`config.mk`:
```
export PLATFORM = sky130hd
export DESIGN_NAME = agsdm_shaper
export DESIGN_NICKNAME = d
export VERILOG_FILES = /design/src/rtl/core/agsdm_pkg.sv /design/src/rtl/core/agsdm_shaper.sv
export SDC_FILE = /design/constraint.sdc
export NUM_CORES = 2
export LEC_CHECK = 0
export BUFFER_PORTS_ARGS = -buffer_cell sky130_fd_sc_hd__buf_2
export CORE_MARGIN = 5
export CORE_UTILIZATION = 56
export CTS_BUF_LIST = sky130_fd_sc_hd__clkbuf_8
export CTS_CLUSTER_SIZE = 10
export DETAILED_ROUTE_END_ITERATION = 6
export GPL_ROUTABILITY_DRIVEN = 0
export HOLD_SLACK_MARGIN = 0.06
export PLACE_DENSITY = 0.84
export SYNTH_ARGS = -nofsm -noshare
export SYNTH_HDL_FRONTEND = slang
export SYNTH_SLANG_ARGS = --single-unit
```
`constraint.sdc`:
```
create_clock -name clk -period 8.3 [get_ports clk]
set_input_delay 0.83 -clock clk [delete_from_list [all_inputs] [get_ports clk]]
set_output_delay 0.83 -clock clk [all_outputs]
set_load 0.05 [all_outputs]
```
`src/rtl/core/agsdm_pkg.sv`:
```
// Shared types and constants for the gain / soft-clip / downmix block.
// Depends on nothing; imported by agsdm_shaper and audio_gain_soft_clip_downmix.
package agsdm_pkg;

  localparam int SAMPLE_BITS   = 24;
  localparam int GAIN_BITS     = 16;
  localparam int GAIN_FRAC_DEF = 12;
  localparam int CFG_IDX_BITS  = 2;
  localparam int CFG_DATA_BITS = 16;

  typedef enum logic [1:0] {
    MODE_OFF     = 2'd0,
    MODE_SILENCE = 2'd1,
    MODE_PASS    = 2'd2,
    MODE_GAIN    = 2'd3
  } mode_t;

  localparam logic [CFG_IDX_BITS-1:0] REG_MODE   = 2'd0;
  localparam logic [CFG_IDX_BITS-1:0] REG_GAIN   = 2'd1;
  localparam logic [CFG_IDX_BITS-1:0] REG_STEREO = 2'd2;

  localparam logic [GAIN_BITS-1:0] GAIN_RESET = 16'd4096;

  typedef struct packed {
    logic signed [SAMPLE_BITS-1:0] src_left;
    logic signed [SAMPLE_BITS-1:0] src_right;
    logic                          src_valid;
    logic signed [SAMPLE_BITS-1:0] host_left;
    logic signed [SAMPLE_BITS-1:0] host_right;
    logic                          host_present;
    logic                          last_frame;
  } in_word_t;

  typedef struct packed {
    logic signed [SAMPLE_BITS-1:0] out_left;
    logic signed [SAMPLE_BITS-1:0] out_right;
    logic [1:0]                    channel_count;
    logic                          last_frame_out;
  } out_word_t;

endpackage

```
`src/rtl/core/agsdm_shaper.sv`:
```
// One channel of gain and soft-knee clipping, fully pipelined.
// Knee curve uses a restoring divider, one quotient bit per stage. Depends on agsdm_pkg.
module agsdm_shaper #(
  parameter int GAIN_FRAC_BITS = agsdm_pkg::GAIN_FRAC_DEF
) (
  input  logic                                  clk,
  input  logic                                  en,
  input  logic signed [agsdm_pkg::SAMPLE_BITS-1:0] sample,
  input  logic [agsdm_pkg::GAIN_BITS-1:0]          gain,
  output logic signed [agsdm_pkg::SAMPLE_BITS-1:0] shaped
);
  import agsdm_pkg::*;

  localparam int SB = SAMPLE_BITS;
  localparam int QB = SB - 2;
  localparam int AW = SB + GAIN_BITS - 1 - GAIN_FRAC_BITS;
  localparam int DW = AW + 1;
  localparam int PW = SB + GAIN_BITS;

  localparam logic [63:0] ONE_L  = 64'd1 << (SB - 1);
  localparam logic [63:0] KNEE_L = (ONE_L * 64'd17 + 64'd10) / 64'd20;
  localparam logic [63:0] HEAD_L = ONE_L - KNEE_L;
  localparam logic [63:0] NUM_L  = HEAD_L * HEAD_L;

  localparam logic [2*QB-1:0] NUM    = NUM_L[2*QB-1:0];
  localparam logic [DW-1:0]   REM0   = DW'(NUM_L >> QB);
  localparam logic [AW-1:0]   KNEE_A = AW'(KNEE_L);
  localparam logic [DW-1:0]   KNEE_D = DW'(KNEE_L);
  localparam logic [DW-1:0]   HEAD_D = DW'(HEAD_L);
  localparam logic [SB-1:0]   ONE_S  = SB'(ONE_L);

  // stage 1: magnitude
  logic [SB-1:0] mag1;
  logic          neg1;
  // stage 2: gained magnitude
  logic [AW-1:0] a2;
  logic          neg2;
  logic [PW-1:0] prod;

  logic [DW-1:0]   d_den  [0:QB];
  logic            d_lin  [0:QB];
  logic [SB-2:0]   d_ylin [0:QB];
  logic            d_neg  [0:QB];
  logic [DW-1:0]   d_rem  [1:QB];
  logic [QB-1:0]   d_q    [1:QB];

  logic [SB-2:0] ceil_q;
  logic [SB-1:0] curve;
  logic [SB-2:0] y;

  assign prod = PW'(mag1) * PW'(gain);

  always_ff @(posedge clk) begin
    if (en) begin
      neg1 <= sample[SB-1];
      mag1 <= sample[SB-1] ? SB'(-sample) : SB'(sample);
      neg2 <= neg1;
      a2   <= prod[GAIN_FRAC_BITS +: AW];
      d_neg[0]  <= neg2;
      d_lin[0]  <= (a2 <= KNEE_A);
      d_ylin[0] <= a2[SB-2:0];
      d_den[0]  <= {1'b0, a2} + HEAD_D - KNEE_D;
    end
  end

  for (genvar i = 0; i < QB; i++) begin : g_div
    logic [DW-1:0] rem_in;
    logic [QB-1:0] q_in;
    logic [DW:0]   trial;
    logic [DW:0]   diff;
    logic          take;

    if (i == 0) begin : g_first
      assign rem_in = REM0;
      assign q_in   = '0;
    end else begin : g_rest
      assign rem_in = d_rem[i];
      assign q_in   = d_q[i];
    end

    assign trial = {rem_in, NUM[QB-1-i]};
    assign diff  = trial - {1'b0, d_den[i]};
    assign take  = ~diff[DW];

    always_ff @(posedge clk) begin
      if (en) begin
        d_rem[i+1]  <= take ? diff[DW-1:0] : trial[DW-1:0];
        d_q[i+1]    <= {q_in[QB-2:0], take};
        d_den[i+1]  <= d_den[i];
        d_lin[i+1]  <= d_lin[i];
        d_ylin[i+1] <= d_ylin[i];
        d_neg[i+1]  <= d_neg[i];
      end
    end
  end

  // knee region: y = ONE - ceil(H*H / (H + d))
  assign ceil_q = {1'b0, d_q[QB]} + (SB-1)'(d_rem[QB] != '0);
  assign curve  = ONE_S - {1'b0, ceil_q};
  assign y      = d_lin[QB] ? d_ylin[QB] : curve[SB-2:0];

  always_ff @(posedge clk) begin
    if (en) begin
      shaped <= d_neg[QB] ? $signed(-{1'b0, y}) : $signed({1'b0, y});
    end
  end

endmodule

```
; Word level (Yosys, flattened, before mapping)
; Memory sizes are Yosys's and may differ from the RTL's.
; Cells that the tools add are included.
[classes]
magnitude_cmp = 1
div_mod_pow = 0
eq_ne = 0
n_reduce_logical = 1
muxes = 27
shift = 0
n_bitwise = 22
n_mul = 1
n_addsub = 28
[ops]
columns = cell, count
row1 = $mux W28, 22
row2 = $sub A29 B28 Y29, 21
row3 = $mux W23, 3
row4 = $mul A24 B16 Y39, 1
row5 = $sub A20 B28 Y29 const A, 1
row6 = $add A27 B21 Y28 const B, 1
row7 = $reduce_bool A28 Y1, 1
row8 = $sub A28 B23 Y28 const B, 1
row9 = $le A27 B23 Y1 const B, 1
row10 = $neg A23 Y24, 1
row11 = $neg A24 Y24, 1
row12 = $add A22 B1 Y23, 1
row13 = $sub A1 B23 Y23 const A, 1
row14 = $not A1 Y1, 22
row15 = $mux W1, 2
[totals]
ram_bits = 2319
romBits = 0
output_inout_bits = 24
regBits = 77
latch_bits = 0
mem_count = 6
[memory_table]
columns = name, words, word_bits, rd, rd_clocked_by_memory_dff, wr, line_no
row1 = d_den, 23, 28, 22, 0, 23, agsdm_shaper.sv:40  ; logic [DW-1:0] d_den [0:QB];
row2 = d_rem, 22, 28, 22, 0, 22, agsdm_shaper.sv:44  ; logic [DW-1:0] d_rem [1:QB];
row3 = d_ylin, 23, 23, 23, 0, 23, agsdm_shaper.sv:42  ; logic [SB-2:0] d_ylin [0:QB];
row4 = d_q, 22, 22, 22, 0, 22, agsdm_shaper.sv:45  ; logic [QB-1:0] d_q [1:QB];
row5 = d_lin, 23, 1, 23, 0, 23, agsdm_shaper.sv:41  ; logic d_lin [0:QB];
row6 = d_neg, 23, 1, 23, 0, 23, agsdm_shaper.sv:43  ; logic d_neg [0:QB];

; Depth between registers and ports, before layout
; An unclocked memory read counts as a cell.
[logic_depth]
word_depth = 7
depth_mapped = 25

; Least setup slack after synthesis
; OpenSTA, ideal clock, no wires.
[synth_timing]
path_kind = input -> register
from = in gain[1] in the netlist's numbering
to = reg a2[16] (data pin)
arrival_time_ns = 6.334
path_stages = 24
path_slack_ns = 1.708
required_ns = 8.042
path_cell_list = clkbuf_1 > nand2_1 > fa_1 > inv_1 > fa_1 > inv_1 > fa_1 > inv_1 > fa_1 > fa_1 > inv_1 > fa_1 > inv_1 > ha_1 > a21o_1 > a21o_1 > a21oi_1 > o21ai_0 > a21o_1 > a41o_1 > a41oi_1 > a21oi_1 > a21oi_1 > xnor2_1
[synth_between]
elab_chain_len = 1
[synth_lines]
columns = element, line_no
row1 = "start, declared", agsdm_shaper.sv:9  ; input logic [agsdm_pkg::GAIN_BITS-1:0] gain,
row2 = $mul A24 B16 Y39, agsdm_shaper.sv:51  ; assign prod = PW'(mag1) * PW'(gain);
row3 = net prod[28], agsdm_shaper.sv:38  ; logic [PW-1:0] prod;
row4 = "end signal, assigned", agsdm_shaper.sv:58  ; a2 <= prod[GAIN_FRAC_BITS +: AW];
row5 = "end, declared", agsdm_shaper.sv:36  ; logic [AW-1:0] a2;
; The timed path passes the listed nets, and every way through them passes these cells.
; A chain may end at the register's enable or synchronous reset.

; Worst setup path in the final report
[layout_timing]
from = reg mag1[13]
to = reg a2[26] (data pin)
[layout_between]
elab_chain_len = 1
[layout_lines]
columns = element, line_no
row1 = "start, declared", agsdm_shaper.sv:33  ; logic [SB-1:0] mag1;
row2 = "start signal, assigned", agsdm_shaper.sv:56  ; mag1 <= sample[SB-1] ? SB'(-sample) : SB'(sample);
row3 = $mul A24 B16 Y39, agsdm_shaper.sv:51
row4 = net prod[38], agsdm_shaper.sv:38
; The timed path passes the listed nets, and every way through them passes these cells.

==> results list <==
- Worst-path cell with the longest stage delay: sky130_fd_sc_hd__edfxtp_1
- Global-route wire length before repair: 360000 µm
* Number of nets with antenna violations after routing: 0
- Netlist Area Pre-Place: 115000 µm²
* Area taken by flip-flops and latches: 63500 µm²
- Max-slew violations: 0
- Mean cell area of the mapped netlist: 12.6 µm²
* Power Density: 438 nW/µm²
- Data arrives at the worst endpoint at 7850 ps.
- After global routing the overflow that remains totals 0.
- In the final routed layout, each cell accounts on average for 17.9 µm.
- For the pin with the worst max-slew slack, the measured transition is 1370 ps.
* Instance count on the critical path: 23
* Warnings from Yosys: 0
- In the synthesized netlist the dominant register cell turns out to be sky130_fd_sc_hd__edfxtp_1.
* Buffer levels on the longest clock path: 4
- Clock-pin slew was measured on the worst setup and hold paths at 60 ps.
- The detailed router finished its first iteration with 5267 violations.
* Layout Skew: 74.4 ps
* Core area: 205000 µm²
- Setup tns final: 0 ps
* Largest driver fanout on the critical path: 16
- Entering global routing, the biggest net connects 199 pins.
* Area of the multi-input gates: 46700 µm²
* R2r startpoint: mag1[13]
- For flop-to-flop paths, the worst setup slack is 1180 ps.
* Largest area contributor in the netlist: sky130_fd_sc_hd__edfxtp_1
- After synthesis, the most frequently instantiated cells are 2115 x sky130_fd_sc_hd__edfxtp_1, 1124 x sky130_fd_sc_hd__inv_1, 702 x sky130_fd_sc_hd__ha_1, 558 x sky130_fd_sc_hd__nand2_1, 504 x sky130_fd_sc_hd__a21oi_1.
- The cell count after synthesis came out at 9099.
* Total CTS buffers: 337
* Number of gates given a new drive strength after cts: 0
- Across the run, the number of max-cap violations was 0.
- Ranking of synthesized cells by area: sky130_fd_sc_hd__edfxtp_1 55%, sky130_fd_sc_hd__ha_1 7.6%, sky130_fd_sc_hd__fa_1 5.7%
* Cell mode on critical path: sky130_fd_sc_hd__fa_1
- In this run the critical register-to-register path is captured at a2[26].
- Count of distinct cell types in the synthesized netlist: 92
- Initial Util: 0.563
* Start point of the critical path: mag1[13]
* Unrepaired setup endpoints after global routing: no
- GRT Resource Usage Total: 0.202
- 66 I/O pins were placed.
- In the final layout, the share of cells above drive strength 1 is 0.115.
* Clock tree from TritonCTS: built
- Total count of hold-check failures in the final report: 0
* Die Outline Area: 215000 µm²
- Achievable clock frequency: 0.141 GHz
* Final min period: 7120 ps
- Summed over all cells, the static leakage comes to 0.0507 µW.
- The floorplan has 166 rows.
- Following the worst setup path forward leads to its endpoint at a2[26].
- Sink count of the clock tree: 2115
- Grouping stages by cell kind, the critical path spends the most delay in adder cells.
* Overall die height: 463 µm
- Capturing element type of the critical path: flip-flop
- The final layout contains routed wiring with a total length of 220000 µm.
- The worst register-to-register path has a depth of 23.
* Horiz. Die Dim: 463 µm
* Count of nets after finishing: 10500
* Number of setup violations in the final report: 0
- CTS root buf: sky130_fd_sc_hd__clkbuf_8
- Number of antenna violations at the first check in global routing: 5
- Relative to the synthesized area, the layout overhead comes to 8.15%.
- # fillers: 14600
- Worst slack on hold paths: 160 ps
- Register bit total from synthesis: 2115
* Number of buffers added on ports: 65
- Traced cell by cell, the critical path runs through nand2_1, fa_1, inv_1, fa_1, inv_1, fa_1, inv_1, fa_1, fa_1, inv_1, fa_1, inv_1, ha_1, a21o_1, a21o_1, a21oi_1, o21ai_0, a211oi_1, o211ai_1, a31o_2, nand3_1, a311oi_1, xnor2_1.
* Maximum level of the CTS H-tree: 5
- Peak supply drop: 0.000906 V
- For this run, the detailed router's first-pass iteration total came to 6.
- The later pin in the worst-skew pair is clocked with a latency of 1020 ps.
* Post-route clock period utilization: 0.857
- Count of flip-flops with a built-in enable after synthesis: 2115
* HPWL after detailed placement: 158000 µm
* CP Buf/Inv Count: 5
- Delay contributed by the slowest stage of the critical path: 870 ps
- Share of flip-flops with an asynchronous set or reset: 0
* Vias after detailed routing: 70900
- Crit path launch type: flip-flop
- Post-synth top area share: 0.552
- Remaining routing DRC violations: 0
- Mean number of vias per cell: 5.76
- Proportion of synthesized chip area in sequential cells: 0.552
- Class of the tightest hold or removal check: in -> reg
- Number of global-route vias before repair: 74400
* Most common cell in the netlist: sky130_fd_sc_hd__edfxtp_1
- Max_slew headroom: 0.0819
* Outcome: complete, no violations
* Critical setup path kind: reg -> reg
- WP data required: 9040 ps
registers in the layout, indices dropped and copies added (netlist names):
name / count
a2: 27
d_rem: 616
d_ylin: 506
neg1: 1
d_den: 617
d_neg: 23
mag1: 24
shaped: 24
neg2: 1
d_q: 253
d_lin: 23
where the power goes:
group	total, µW	internal [µW]	switching [µW]
clock	7760	3950	3810
combinational	29000	13400	15600
sequential	17700	16100	1620
metal layers:
| layer | part of all wire | GRT usage | routed length, µm |
|---|---|---|---|
| met5 | 0 | 0 | 0 |
| met4 | 0.060 | 0.119 | 13200 |
| met2 | 0.52 | 0.369 | 114000 |
| met1 | 0.36 | 0.218 | 79200 |
| met3 | 0.059 | 0.0374 | 13000 |
cells by family (layout without fill, tap and decap cells):
kind of cell	Yosys count	in the layout	share of synthesized area
xor+xnor	581	581	0.0444
mux	566	566	0.0551
other cells	1	5	0.0000326
buf+inv	1290	1809	0.0428
flops	2115	2115	0.552
simple gates	1799	1799	0.0759
compound gates	1720	1720	0.0970
fa+ha+maj	1027	1027	0.133
cells in the final DEF (no fill, tap or decap), drive strengths merged, types with 324 or more instances in the layout:
master,netlist,routed
xnor2,398,398
nor2,406,406
edfxtp,2115,2115
ha,702,702
nand2,558,558
clkbuf,116,341
inv,1125,1228
fa,325,325
o21ai,324,324
a21oi,506,506
mux2,508,508
worst min-delay path by stage:
stage | to | slack [ps] | startpoint | cells after the start
after floorplan | d_lin[0][1] | 400 | d_lin[0][0] | 0
after global placement | d_neg[2][1] | 400 | d_neg[2][0] | 0
after detailed placement | d_lin[1][7] | 400 | d_lin[1][6] | 0
after CTS | mag1[10] | 60 | sample[10] | 2
after global routing | mag1[10] | 120 | sample[10] | 2
final | mag1[10] | 160 | sample[10] | 2
metrics by stage:
step                cell area [µm²]  total power (µW)  utilization  setup slack, ps  std cells
detailed placement           119000             46300        0.580              961      11700
global placement             119000             44800        0.580             1090      11700
CTS                          124000             54300        0.608             1280      12300
floorplan                    115000             39500            -             1710       9102
finish                       124000             54500        0.608             1180      12300
global route                 124000             58300        0.608              958      12300
repair_timing:
item | 4_1_cts | 5_1_grt
hold buffers | 4 | 0
buffers inserted | 0 | 0
hold endpoints to repair | 5 | 0
worst reg2reg max path: cells and delay by family, from the launching register on:
kind            cells  cell delay (ps)
fa+ha+maj           7             3420
compound gates      8             1790
flops               1              870
simple gates        2              320
buf+inv             5              280
xor+xnor            1              160
area by class of cell:
cell class                 count  area share
sequential                  2115       0.510
multi-input combinational   5697       0.376
clock buffer                 341      0.0377
inverter                    1126      0.0340
tap                         2688      0.0270
clock inverter               221     0.00840
timing repair buffer         121     0.00700
antenna                        1   0.0000201
Power figures use the tool's default switching activity.
